<file path="src/design/rpp_pkg.sv">
// Shared constants, codes and types for the reference-counted page pool.
// No dependencies; every other file in this folder imports it.
`timescale 1ns / 1ps

package rpp_pkg;

  localparam int PAGES    = 256;
  localparam int REF_BITS = 8;

  // Field widths at the ports.
  localparam int PAGE_W   = 9;
  localparam int REFS_W   = 8;
  localparam int CMD_W    = 2;
  localparam int STATUS_W = 2;

  // Memory geometry: a page word holds either a link or a count.
  localparam int ADDR_W = $clog2(PAGES);
  localparam int WORD_W = (PAGE_W > REF_BITS) ? PAGE_W : REF_BITS;

  localparam logic [PAGE_W-1:0] NULL_PAGE = PAGE_W'(PAGES);
  localparam logic [WORD_W-1:0] REF_MAX   = WORD_W'((1 << REF_BITS) - 1);

  localparam logic [CMD_W-1:0] CMD_ALLOC = 2'd0;
  localparam logic [CMD_W-1:0] CMD_ADD   = 2'd1;
  localparam logic [CMD_W-1:0] CMD_DROP  = 2'd2;
  localparam logic [CMD_W-1:0] CMD_READ  = 2'd3;

  localparam logic [STATUS_W-1:0] ST_OK    = 2'd0;
  localparam logic [STATUS_W-1:0] ST_EMPTY = 2'd1;
  localparam logic [STATUS_W-1:0] ST_SAT   = 2'd2;
  localparam logic [STATUS_W-1:0] ST_BAD   = 2'd3;

  typedef enum logic {
    S_IDLE,
    S_EXEC
  } state_t;

  typedef struct packed {
    logic capture;  // latch the command and start the page word read
    logic commit;   // apply the update and load the result registers
  } dp_cmd_t;

endpackage

</file>
<file path="src/design/rpp_ctrl.sv">
// Controller for the page pool: sequences the read and commit of each command
// and owns the result valid flag. Depends on rpp_pkg.
`timescale 1ns / 1ps

module rpp_ctrl
  import rpp_pkg::*;
(
  input  logic    clk,
  input  logic    rst,
  input  logic    in_valid,
  output logic    in_stall,
  output logic    out_valid,
  input  logic    out_stall,
  output dp_cmd_t dp_cmd
);

  state_t state, state_next;
  logic   out_valid_next;
  logic   slot_free;

  always_ff @(posedge clk) begin
    if (rst) begin
      state     <= S_IDLE;
      out_valid <= 1'b0;
    end else begin
      state     <= state_next;
      out_valid <= out_valid_next;
    end
  end

  always_comb begin
    // The result register can take a new result if it is empty or being drained.
    slot_free      = !out_valid || !out_stall;
    state_next     = state;
    in_stall       = 1'b1;
    dp_cmd.capture = 1'b0;
    dp_cmd.commit  = 1'b0;
    out_valid_next = out_valid && out_stall;
    unique case (state)
      S_IDLE: begin
        in_stall = 1'b0;
        if (in_valid) begin
          dp_cmd.capture = 1'b1;
          state_next     = S_EXEC;
        end
      end
      S_EXEC: begin
        if (slot_free) begin
          dp_cmd.commit  = 1'b1;
          out_valid_next = 1'b1;
          state_next     = S_IDLE;
        end
      end
      default: state_next = S_IDLE;
    endcase
  end

endmodule

</file>
<file path="src/design/rpp_datapath.sv">
// Datapath for the page pool: page word memory with per-entry valid bits,
// free list registers and result registers. Depends on rpp_pkg.
`timescale 1ns / 1ps

module rpp_datapath
  import rpp_pkg::*;
(
  input  logic                clk,
  input  logic                rst,
  input  dp_cmd_t             dp_cmd,
  input  logic [CMD_W-1:0]    cmd,
  input  logic [PAGE_W-1:0]   page,
  output logic [PAGE_W-1:0]   page_out,
  output logic [REFS_W-1:0]   refs,
  output logic [PAGE_W-1:0]   free_count,
  output logic [PAGE_W-1:0]   low_water,
  output logic [STATUS_W-1:0] status
);

  // Each memory word is {busy, value}; value is a link when free, a count when busy.
  logic [WORD_W:0]     mem [PAGES];
  logic [PAGES-1:0]    written;

  logic [PAGE_W-1:0]   free_head, free_total, lowest_free;
  logic [CMD_W-1:0]    cmd_q;
  logic [PAGE_W-1:0]   page_q;
  logic [ADDR_W-1:0]   rd_addr, rd_idx;
  logic [WORD_W:0]     rd_data;
  logic                rd_written;

  logic [WORD_W:0]     word;
  logic                busy;
  logic [WORD_W-1:0]   value;
  logic                in_use;
  logic [WORD_W-1:0]   dec_value;

  logic                wr_en;
  logic [ADDR_W-1:0]   wr_addr;
  logic [WORD_W:0]     wr_data;
  logic [PAGE_W-1:0]   free_head_next, free_total_next, lowest_free_next;
  logic [PAGE_W-1:0]   res_page;
  logic [REFS_W-1:0]   res_refs;
  logic [STATUS_W-1:0] res_status;

  assign rd_addr = (cmd == CMD_ALLOC) ? free_head[ADDR_W-1:0] : page[ADDR_W-1:0];

  always_ff @(posedge clk) begin
    if (dp_cmd.capture) begin
      cmd_q      <= cmd;
      page_q     <= page;
      rd_idx     <= rd_addr;
      rd_data    <= mem[rd_addr];
      rd_written <= written[rd_addr];
    end
    if (wr_en) begin
      mem[wr_addr] <= wr_data;
    end
  end

  always_ff @(posedge clk) begin
    if (rst) begin
      written <= '0;
    end else if (wr_en) begin
      written[wr_addr] <= 1'b1;
    end
  end

  // An entry never written still holds its reset link to the next page.
  assign word   = rd_written ? rd_data : {1'b0, WORD_W'(PAGE_W'(rd_idx) + PAGE_W'(1))};
  assign busy   = word[WORD_W];
  assign value  = word[WORD_W-1:0];
  assign in_use = (page_q < NULL_PAGE) && busy;
  assign dec_value = (value == '0) ? '0 : value - WORD_W'(1);

  always_comb begin
    wr_en            = 1'b0;
    wr_addr          = page_q[ADDR_W-1:0];
    wr_data          = '0;
    free_head_next   = free_head;
    free_total_next  = free_total;
    lowest_free_next = lowest_free;
    res_page         = NULL_PAGE;
    res_refs         = '0;
    res_status       = ST_OK;
    unique case (cmd_q)
      CMD_ALLOC: begin
        if (free_head >= NULL_PAGE || free_total == '0) begin
          res_status = ST_EMPTY;
        end else begin
          wr_en           = 1'b1;
          wr_addr         = free_head[ADDR_W-1:0];
          wr_data         = {1'b1, WORD_W'(1)};
          free_head_next  = value[PAGE_W-1:0];
          free_total_next = free_total - PAGE_W'(1);
          if (free_total_next < lowest_free) begin
            lowest_free_next = free_total_next;
          end
          res_page = free_head;
          res_refs = REFS_W'(1);
        end
      end
      CMD_READ: begin
        if (in_use) begin
          res_refs = value[REFS_W-1:0];
        end
      end
      CMD_ADD: begin
        if (!in_use) begin
          res_status = ST_BAD;
        end else if (value >= REF_MAX) begin
          res_refs   = value[REFS_W-1:0];
          res_status = ST_SAT;
        end else begin
          wr_en    = 1'b1;
          wr_data  = {1'b1, value + WORD_W'(1)};
          res_refs = REFS_W'(value + WORD_W'(1));
        end
      end
      CMD_DROP: begin
        if (!in_use) begin
          res_status = ST_BAD;
        end else begin
          wr_en    = 1'b1;
          res_refs = dec_value[REFS_W-1:0];
          if (dec_value == '0) begin
            // Last reference gone: push the page back on the free list.
            wr_data         = {1'b0, WORD_W'(free_head)};
            free_head_next  = page_q;
            free_total_next = free_total + PAGE_W'(1);
          end else begin
            wr_data = {1'b1, dec_value};
          end
        end
      end
      default: res_status = ST_OK;
    endcase
    if (!dp_cmd.commit) begin
      wr_en = 1'b0;
    end
  end

  always_ff @(posedge clk) begin
    if (rst) begin
      free_head   <= '0;
      free_total  <= NULL_PAGE;
      lowest_free <= NULL_PAGE;
    end else if (dp_cmd.commit) begin
      free_head   <= free_head_next;
      free_total  <= free_total_next;
      lowest_free <= lowest_free_next;
    end
  end

  always_ff @(posedge clk) begin
    if (dp_cmd.commit) begin
      page_out   <= res_page;
      refs       <= res_refs;
      free_count <= free_total_next;
      low_water  <= lowest_free_next;
      status     <= res_status;
    end
  end

endmodule

</file>
<file path="src/design/refcounted_page_pool.sv">
// Top level of the reference-counted page pool allocator.
// Joins rpp_ctrl and rpp_datapath; depends on rpp_pkg.
//
//   channel  direction  handshake            payload
//   input    in         in_valid / in_stall  cmd, page
//   result   out        out_valid / out_stall page_out, refs, free_count,
//                                            low_water, status
//
// Each command has two steps: the first reads its page word from the single
// memory read port, the second computes and writes the update back.
// A new command is taken while the previous result still waits in the output
// register; its commit then waits until that register drains.
// Reset is synchronous and takes effect at once: per-entry written bits stand
// in for the initial free list, so there is no clearing pass.
`timescale 1ns / 1ps

module refcounted_page_pool
  import rpp_pkg::*;
(
  input  logic                clk,
  input  logic                rst,
  input  logic                in_valid,
  output logic                in_stall,
  input  logic [CMD_W-1:0]    cmd,
  input  logic [PAGE_W-1:0]   page,
  output logic                out_valid,
  input  logic                out_stall,
  output logic [PAGE_W-1:0]   page_out,
  output logic [REFS_W-1:0]   refs,
  output logic [PAGE_W-1:0]   free_count,
  output logic [PAGE_W-1:0]   low_water,
  output logic [STATUS_W-1:0] status
);

  dp_cmd_t dp_cmd;

  rpp_ctrl u_ctrl (
    .clk       (clk),
    .rst       (rst),
    .in_valid  (in_valid),
    .in_stall  (in_stall),
    .out_valid (out_valid),
    .out_stall (out_stall),
    .dp_cmd    (dp_cmd)
  );

  rpp_datapath u_datapath (
    .clk        (clk),
    .rst        (rst),
    .dp_cmd     (dp_cmd),
    .cmd        (cmd),
    .page       (page),
    .page_out   (page_out),
    .refs       (refs),
    .free_count (free_count),
    .low_water  (low_water),
    .status     (status)
  );

endmodule

</file>
<file path="config.mk">
export PLATFORM = sky130hd
export DESIGN_NAME = refcounted_page_pool
export DESIGN_NICKNAME = d
export VERILOG_FILES = /design/src/design/rpp_pkg.sv /design/src/design/rpp_ctrl.sv /design/src/design/rpp_datapath.sv /design/src/design/refcounted_page_pool.sv
export SDC_FILE = /design/constraint.sdc
export NUM_CORES = 2
export LEC_CHECK = 0
export BUFFER_PORTS_ARGS = -buffer_cell sky130_fd_sc_hd__buf_2
export CORE_UTILIZATION = 30
export DETAILED_ROUTE_END_ITERATION = 10
export PLACE_DENSITY = 0.48
export SYNTH_ARGS = -nofsm -noshare
export SYNTH_HDL_FRONTEND = slang
export SYNTH_SLANG_ARGS = --single-unit
</file>
<file path="constraint.sdc">
create_clock -name clk -period 13.1 [get_ports clk]
set_input_delay 2.62 -clock clk [delete_from_list [all_inputs] [get_ports clk]]
set_output_delay 2.62 -clock clk [all_outputs]
set_load 0.005 [all_outputs]
</file>
-- Yosys cells after proc, flatten, opt, wreduce, memory -nomap -nowiden
Memories as Yosys holds them, arrays and structs flattened. A register that Yosys moved wholly into a read port is not among the register bits.
Index checks and enable logic that the tools add are counted.
- mux-type cells: 54
- eq/ne operators: 6
- bitwise operators: 3
- reductions and logical operators: 15
- order comparisons: 7
- add/sub/neg operators: 5
- operators with widths (cell ; count):
    $or A256 B256 Y256 ; 1
    $mux W9 ; 10
    $mux W10 ; 6
    $mux W8 ; 7
    $pmux W9 S2 ; 2
    $pmux W8 S4 ; 1
    $pmux W10 S3 ; 1
    $logic_not A9 Y1 ; 3
    $mux W1 ; 19
    $add A9 B1 Y9 const B ; 2
    $lt A8 B9 Y1 const B ; 2
    $sub A9 B1 Y9 const B ; 2
    $add A8 B1 Y9 const B ; 1
    $ge A9 B8 Y1 const B ; 1
    $ge A9 B9 Y1 const B ; 1
    $lt A9 B9 Y1 ; 1
    $lt A9 B9 Y1 const B ; 1
    $bmux W1 S8 ; 1
    $demux W1 S8 ; 1
    $ge A8 B1 Y1 const B ; 1
    $mux W2 ; 3
    $pmux W2 S3 ; 1
    $reduce_and A5 Y1 ; 1
    $eq A2 B2 Y1 const B ; 2
    12 further kinds ; 19
- input bits: 15
- memories kept: 1
- bits in registers: 342
- logic and storage cells: 106
- bits in writable memories: 2560
- output and inout bits: 39
- memory list (memory ; words ; bits a word ; rd ports ; clocked after memory_dff ; wr ports ; RTL line ; text):
    u_datapath.mem ; 256 ; 10 ; 1 ; 1 ; 1 ; rpp_datapath.sv:21 ; logic [WORD_W:0] mem [PAGES];

-- Logic depth before layout (Yosys ltp)
- depth in word-level cells: 9
- mapped depth: 16
- mapped depth without buffers: 13

-- By module
Synthesis repeated with hierarchy kept, for this count alone.
- cell total of the unflattened synthesis: 8796
- area total of the unflattened synthesis: 115826.1 um^2
- modules (own cells, without submodules) (module ; times used ; area an instance (um^2) ; sequential area each (um^2) ; cells each):
    rpp_datapath ; 1 ; 115733.5 ; 84551.1 ; 8787
    rpp_ctrl ; 1 ; 92.6 ; 40.0 ; 9

-- Least setup slack after synthesis
Ideal clock, no wire load.
- path type: flip-flop to flip-flop
- start point: register u_datapath.rd_idx[0]
- end point: memory u_datapath.mem[0][2] (netlist name), data pin
- data required time: 10.913 ns
- period minus slack after synthesis: 14.293 ns
- arrival: 12.106 ns
- stages on the path, launching flop included: 12
- buffers on the path: 0
- slack: -1.193 ns
- cell sequence: edfxtp_1 ha_1 mux2_2 inv_2 ha_1 xor2_1 o22ai_1 o211ai_1 nand4bb_1 a211o_1 nand2_1 o21ai_0
- word-level cells in the longest chain between the ends: 8
- elaborated cells between the ends (all ways): 13
- those cells by class: 3 x add/sub; 1 x order compare; 7 x mux; 2 x reduce/logical
- ends and longest elaborated chain (item ; RTL line ; text):
    start, declared ; rpp_datapath.sv:27 ; logic [ADDR_W-1:0] rd_addr, rd_idx;
    start signal, assigned ; rpp_datapath.sv:51 ; rd_idx <= rd_addr;
    $add A8 B1 Y9 (*) ; rpp_datapath.sv:69 ; assign word = rd_written ? rd_data : {1'b0, WORD_W'(PAGE_W'(rd_idx) + PAGE_W'(1))};
    $mux W10 (*) ; rpp_datapath.sv:69 ;
    $sub A9 B1 Y9 / $logic_not A9 Y1 (equally long branches) ; rpp_datapath.sv:73 ; assign dec_value = (value == '0) ? '0 : value - WORD_W'(1);
    $mux W9 ; rpp_datapath.sv:73 ;
    $logic_not A9 Y1 ; rpp_datapath.sv:125 ; if (dec_value == '0) begin
    $mux W10 ; rpp_datapath.sv:125 ;
    $mux W10 ; rpp_datapath.sv:120 ; if (!in_use) begin
    $pmux W10 S3 (*) ; rpp_datapath.sv:85 ; unique case (cmd_q)
    net u_datapath.wr_data[2] ; rpp_datapath.sv:39 ; logic [WORD_W:0] wr_data;
    end, declared ; rpp_datapath.sv:21 ;
Mark *: on every way through the listed nets, which the timed path passes. The rest lies on a longest branch.

-- Worst setup path in the final report
- start point: input cmd[1]
- end point: register u_datapath.rd_data[1] (read register of u_datapath.mem), data pin
- word-level cells in the longest chain between the ends: 2
- ends and longest elaborated chain (item ; RTL line ; text):
    start, declared ; refcounted_page_pool.sv:24 ; input logic [CMD_W-1:0] cmd,
    $logic_not A2 Y1 ; rpp_datapath.sv:45 ; assign rd_addr = (cmd == CMD_ALLOC) ? free_head[ADDR_W-1:0] : page[ADDR_W-1:0];
    $mux W8 ; rpp_datapath.sv:45 ;
    end, declared ; rpp_datapath.sv:28 ; logic [WORD_W:0] rd_data;
Every way passes these cells.
A chain may end at the register's enable or synchronous reset.

==> results.sh <==
export IMPL_syn_area_um2=114100
export IMPL_arrival_ps=8260
export IMPL_synth_cell_types=86
export IMPL_grt_pass1_vias=65450
export IMPL_final_cells=12820
export IMPL_max_slew_margin_rel_pct=11.37
export IMPL_die_h_um=618.7
export IMPL_required_ps=13690
export IMPL_gp_congestion=0.8114
export IMPL_synthArstFlopShare_pct=0
export IMPL_place_area_um2=120400
export IMPL_die_area_um2=382800
export IMPL_cts_root_buffer="clkbuf_16"
export IMPL_seq_area_frac_synth_pct=74.13
export IMPL_clk_pin_slew_worst_paths_ps=60
export IMPL_finalHoldWorstSlack_ps=469.0
export IMPL_cts_buffers=311
export IMPL_p_leak_nw=40.64
export IMPL_synth_nets=7545
export IMPL_via_count=67500
export IMPL_yosysWarningCount=0
export IMPL_cts_path_max_buffers=4
export IMPL_clock_sinks=2912
export IMPL_dp_cells=12260
export IMPL_finalCritPeriodShare_pct=58.51
export IMPL_start_util_pct=30.14
export IMPL_tightest_slew_ps=1325
export IMPL_design_power_total_mw=20.45
export IMPL_synth_main_ff_cell="edfxtp_1"
export IMPL_dp_hpwl_um=204700
export IMPL_max_cap_violations=0
export IMPL_synth_area_leaders="edfxtp_1 69%, mux4_2 6.9%, dfxtp_1 5.0%"
export IMPL_io_buffers=53
export IMPL_syn_inst=7515
export IMPL_area_growth_syn_to_layout_pct=14.19
export IMPL_fp_row_count=226
export IMPL_cp_max_fo=49
export IMPL_die_width_um=618.7
export IMPL_fin_skew_ps=59.51
export IMPL_end_kind="flop"
export IMPL_synth_avg_cell_area_um2=15.18
export IMPL_cts_tree="yes"
export IMPL_totalWireLength_um=350700
export IMPL_post_route_min_period_ps=7664
export IMPL_yosys_area_top_type="edfxtp_1"
export IMPL_grt_use_total_pct=17.88
export IMPL_p_per_area_nw_per_um2=156.9
export IMPL_finish_utilization_pct=34.41
export IMPL_postLayoutCellArea_um2=130300
export IMPL_drtAntennaViolNets=0
export IMPL_grt_max_degree=244
export IMPL_via_per_inst=5.267
export IMPL_setup_violations_final=0
export IMPL_ctsResizeCount=0
export IMPL_final_max_slew_violation_count=0
export IMPL_grt_overflow=0
export IMPL_yosys_register_bits=2912
export IMPL_drtIter0Drc=7135
export IMPL_grt_pass1_wl_um=497600
export IMPL_wl_per_cell_um=27.36
export IMPL_max_freq_mhz=130.5
export IMPL_vdd_drop_max_mv=0.09443
export IMPL_core_um2=378600
export IMPL_finalHoldViolCount=0
export IMPL_firstDrtPassIters=7
export IMPL_worst_slack_ps=5436
export IMPL_crit_type="primary input to flop"
export IMPL_status="finished clean"
export IMPL_ios=54
export IMPL_pre_cts_slack_ps=4361
export IMPL_postCtsSetupBuffers=0
export IMPL_fin_nets=7584
export IMPL_ctsHoldBuffers=0
export IMPL_tns_ps=0
export IMPL_clk_latency_ps=930
export IMPL_startpoint_type="primary input"
export IMPL_drc=0
export IMPL_synth_top_area_share_pct=69.13
export IMPL_hp_class="flop to flop"
export IMPL_drive_above_1_share_pct=14.65
export IMPL_antenna_found_initial=15
export IMPL_synth_edf_count=2627
export IMPL_htree_num_levels=5
export IMPL_rsz0062_at_grt="false"
[final timing paths]
check / cells after the start / from / slack, ps / end
max: 13 / cmd[1] / 5440 / u_datapath.rd_data[1]$_DFFE_PP_
min: 2 / u_datapath.written[24]$_SDFFE_PP0P_ / 470 / u_datapath.written[24]$_SDFFE_PP0P_
max reg2reg: 15 / u_datapath.rd_written$_DFFE_PP_ / 6670 / u_datapath.mem[166][0]$_DFFE_PP_
min reg2reg: 2 / u_datapath.written[24]$_SDFFE_PP0P_ / 470 / u_datapath.written[24]$_SDFFE_PP0P_
[cell usage in the layout, fill, tap and decap left out, drive strengths merged, types with 225 or more instances in the layout]
cell type     n
clkbuf      392
nand3       385
dfxtp       285
nor2        340
a21oi       225
nand2      1193
buf         245
inv         299
mux4        352
o22ai       277
edfxtp     2627
[cells by family after synthesis]
logic type               synth area share (%)
XOR/XNOR                               0.1897
adder cells (fa/ha/maj)                0.1645
flip-flops                              74.13
AO/OA/AOI/OAI                           6.758
buffers and inverters                   2.935
multiplexers                            7.275
AND/OR/NAND/NOR                         8.544
[final cells by class]
| cell class | instances | area (um^2) |
|---|---|---|
| Antenna cell | 6 | 15.01 |
| Clock buffer | 391 | 8250 |
| Clock inverter | 162 | 1589 |
| Fill cell | 36130 | 248300 |
| Inverter | 290 | 1111 |
| Multi-Input combinational cell | 3793 | 26540 |
| Sequential cell | 2912 | 84590 |
| Tap cell | 5016 | 6276 |
| Timing Repair Buffer | 246 | 1923 |
[registers in the layout, indices dropped and copies added, names as in the netlist]
signal	cells
u_ctrl.out_valid	1
u_datapath.refs	8
u_datapath.rd_idx	8
u_datapath.rd_data	10
u_datapath.page_q	9
u_datapath.status	2
u_datapath.low_water	9
u_datapath.lowest_free	9
u_datapath.page_out	9
u_datapath.free_head	9
u_datapath.mem	2560
u_datapath.written	256
u_datapath.free_count	9
u_datapath.cmd_q	2
u_datapath.free_total	9
u_ctrl.state	1
u_datapath.rd_written	1
[power breakdown]
part | switching [mW] | leakage (nW) | internal [mW] | total [mW]
Clock | 3.68 | 4.79 | 4.98 | 8.67
Sequential | 0.0357 | 26.5 | 10.3 | 10.3
Combinational | 1.10 | 9.33 | 0.354 | 1.45
[per-layer routing]
layer,vias to the layer above,global-route usage (%),part of all wire [%]
met2,2556,28.32,46
li1,29080,-,-
met5,-,0,0.0063
met4,4,5.269,2.9
met3,467,2.694,7.0
met1,35400,25.39,44
[cells in the mapped netlist, types with 10 or more instances]
cell	count
buf_4	16
edfxtp_1	2627
mux4_2	352
ha_1	15
nand4_1	126
nand2_1	1193
clkbuf_1	291
nand3_2	11
o211ai_1	41
a22o_1	12
a22oi_1	136
nand2b_1	14
o22ai_1	277
a21oi_1	225
nor2_1	339
mux2i_1	25
nor4_1	45
a211oi_1	20
nor4b_1	11
or2_2	20
dfxtp_1	285
nor3_1	25
inv_1	282
buf_2	156
nand3_1	374
buf_1	49
o21ai_1	11
nand3b_1	15
and3_1	32
a221oi_1	35
xor2_1	14
a31oi_1	86
o221ai_1	76
a311oi_1	67
o21ai_0	61
a21o_1	10
[worst max-delay path, stage by stage]
cell     delay [ps]
buf_2           170
or2_1           240
buf_4           240
mux2i_4         250
inv_8           500
buf_4           780
buf_4           760
mux4_2          580
a22oi_1         320
nand4_1         300
nor4_1         1000
buf_4           260
nor4_1           40
Note: power is estimated with default switching activity, not from simulation.
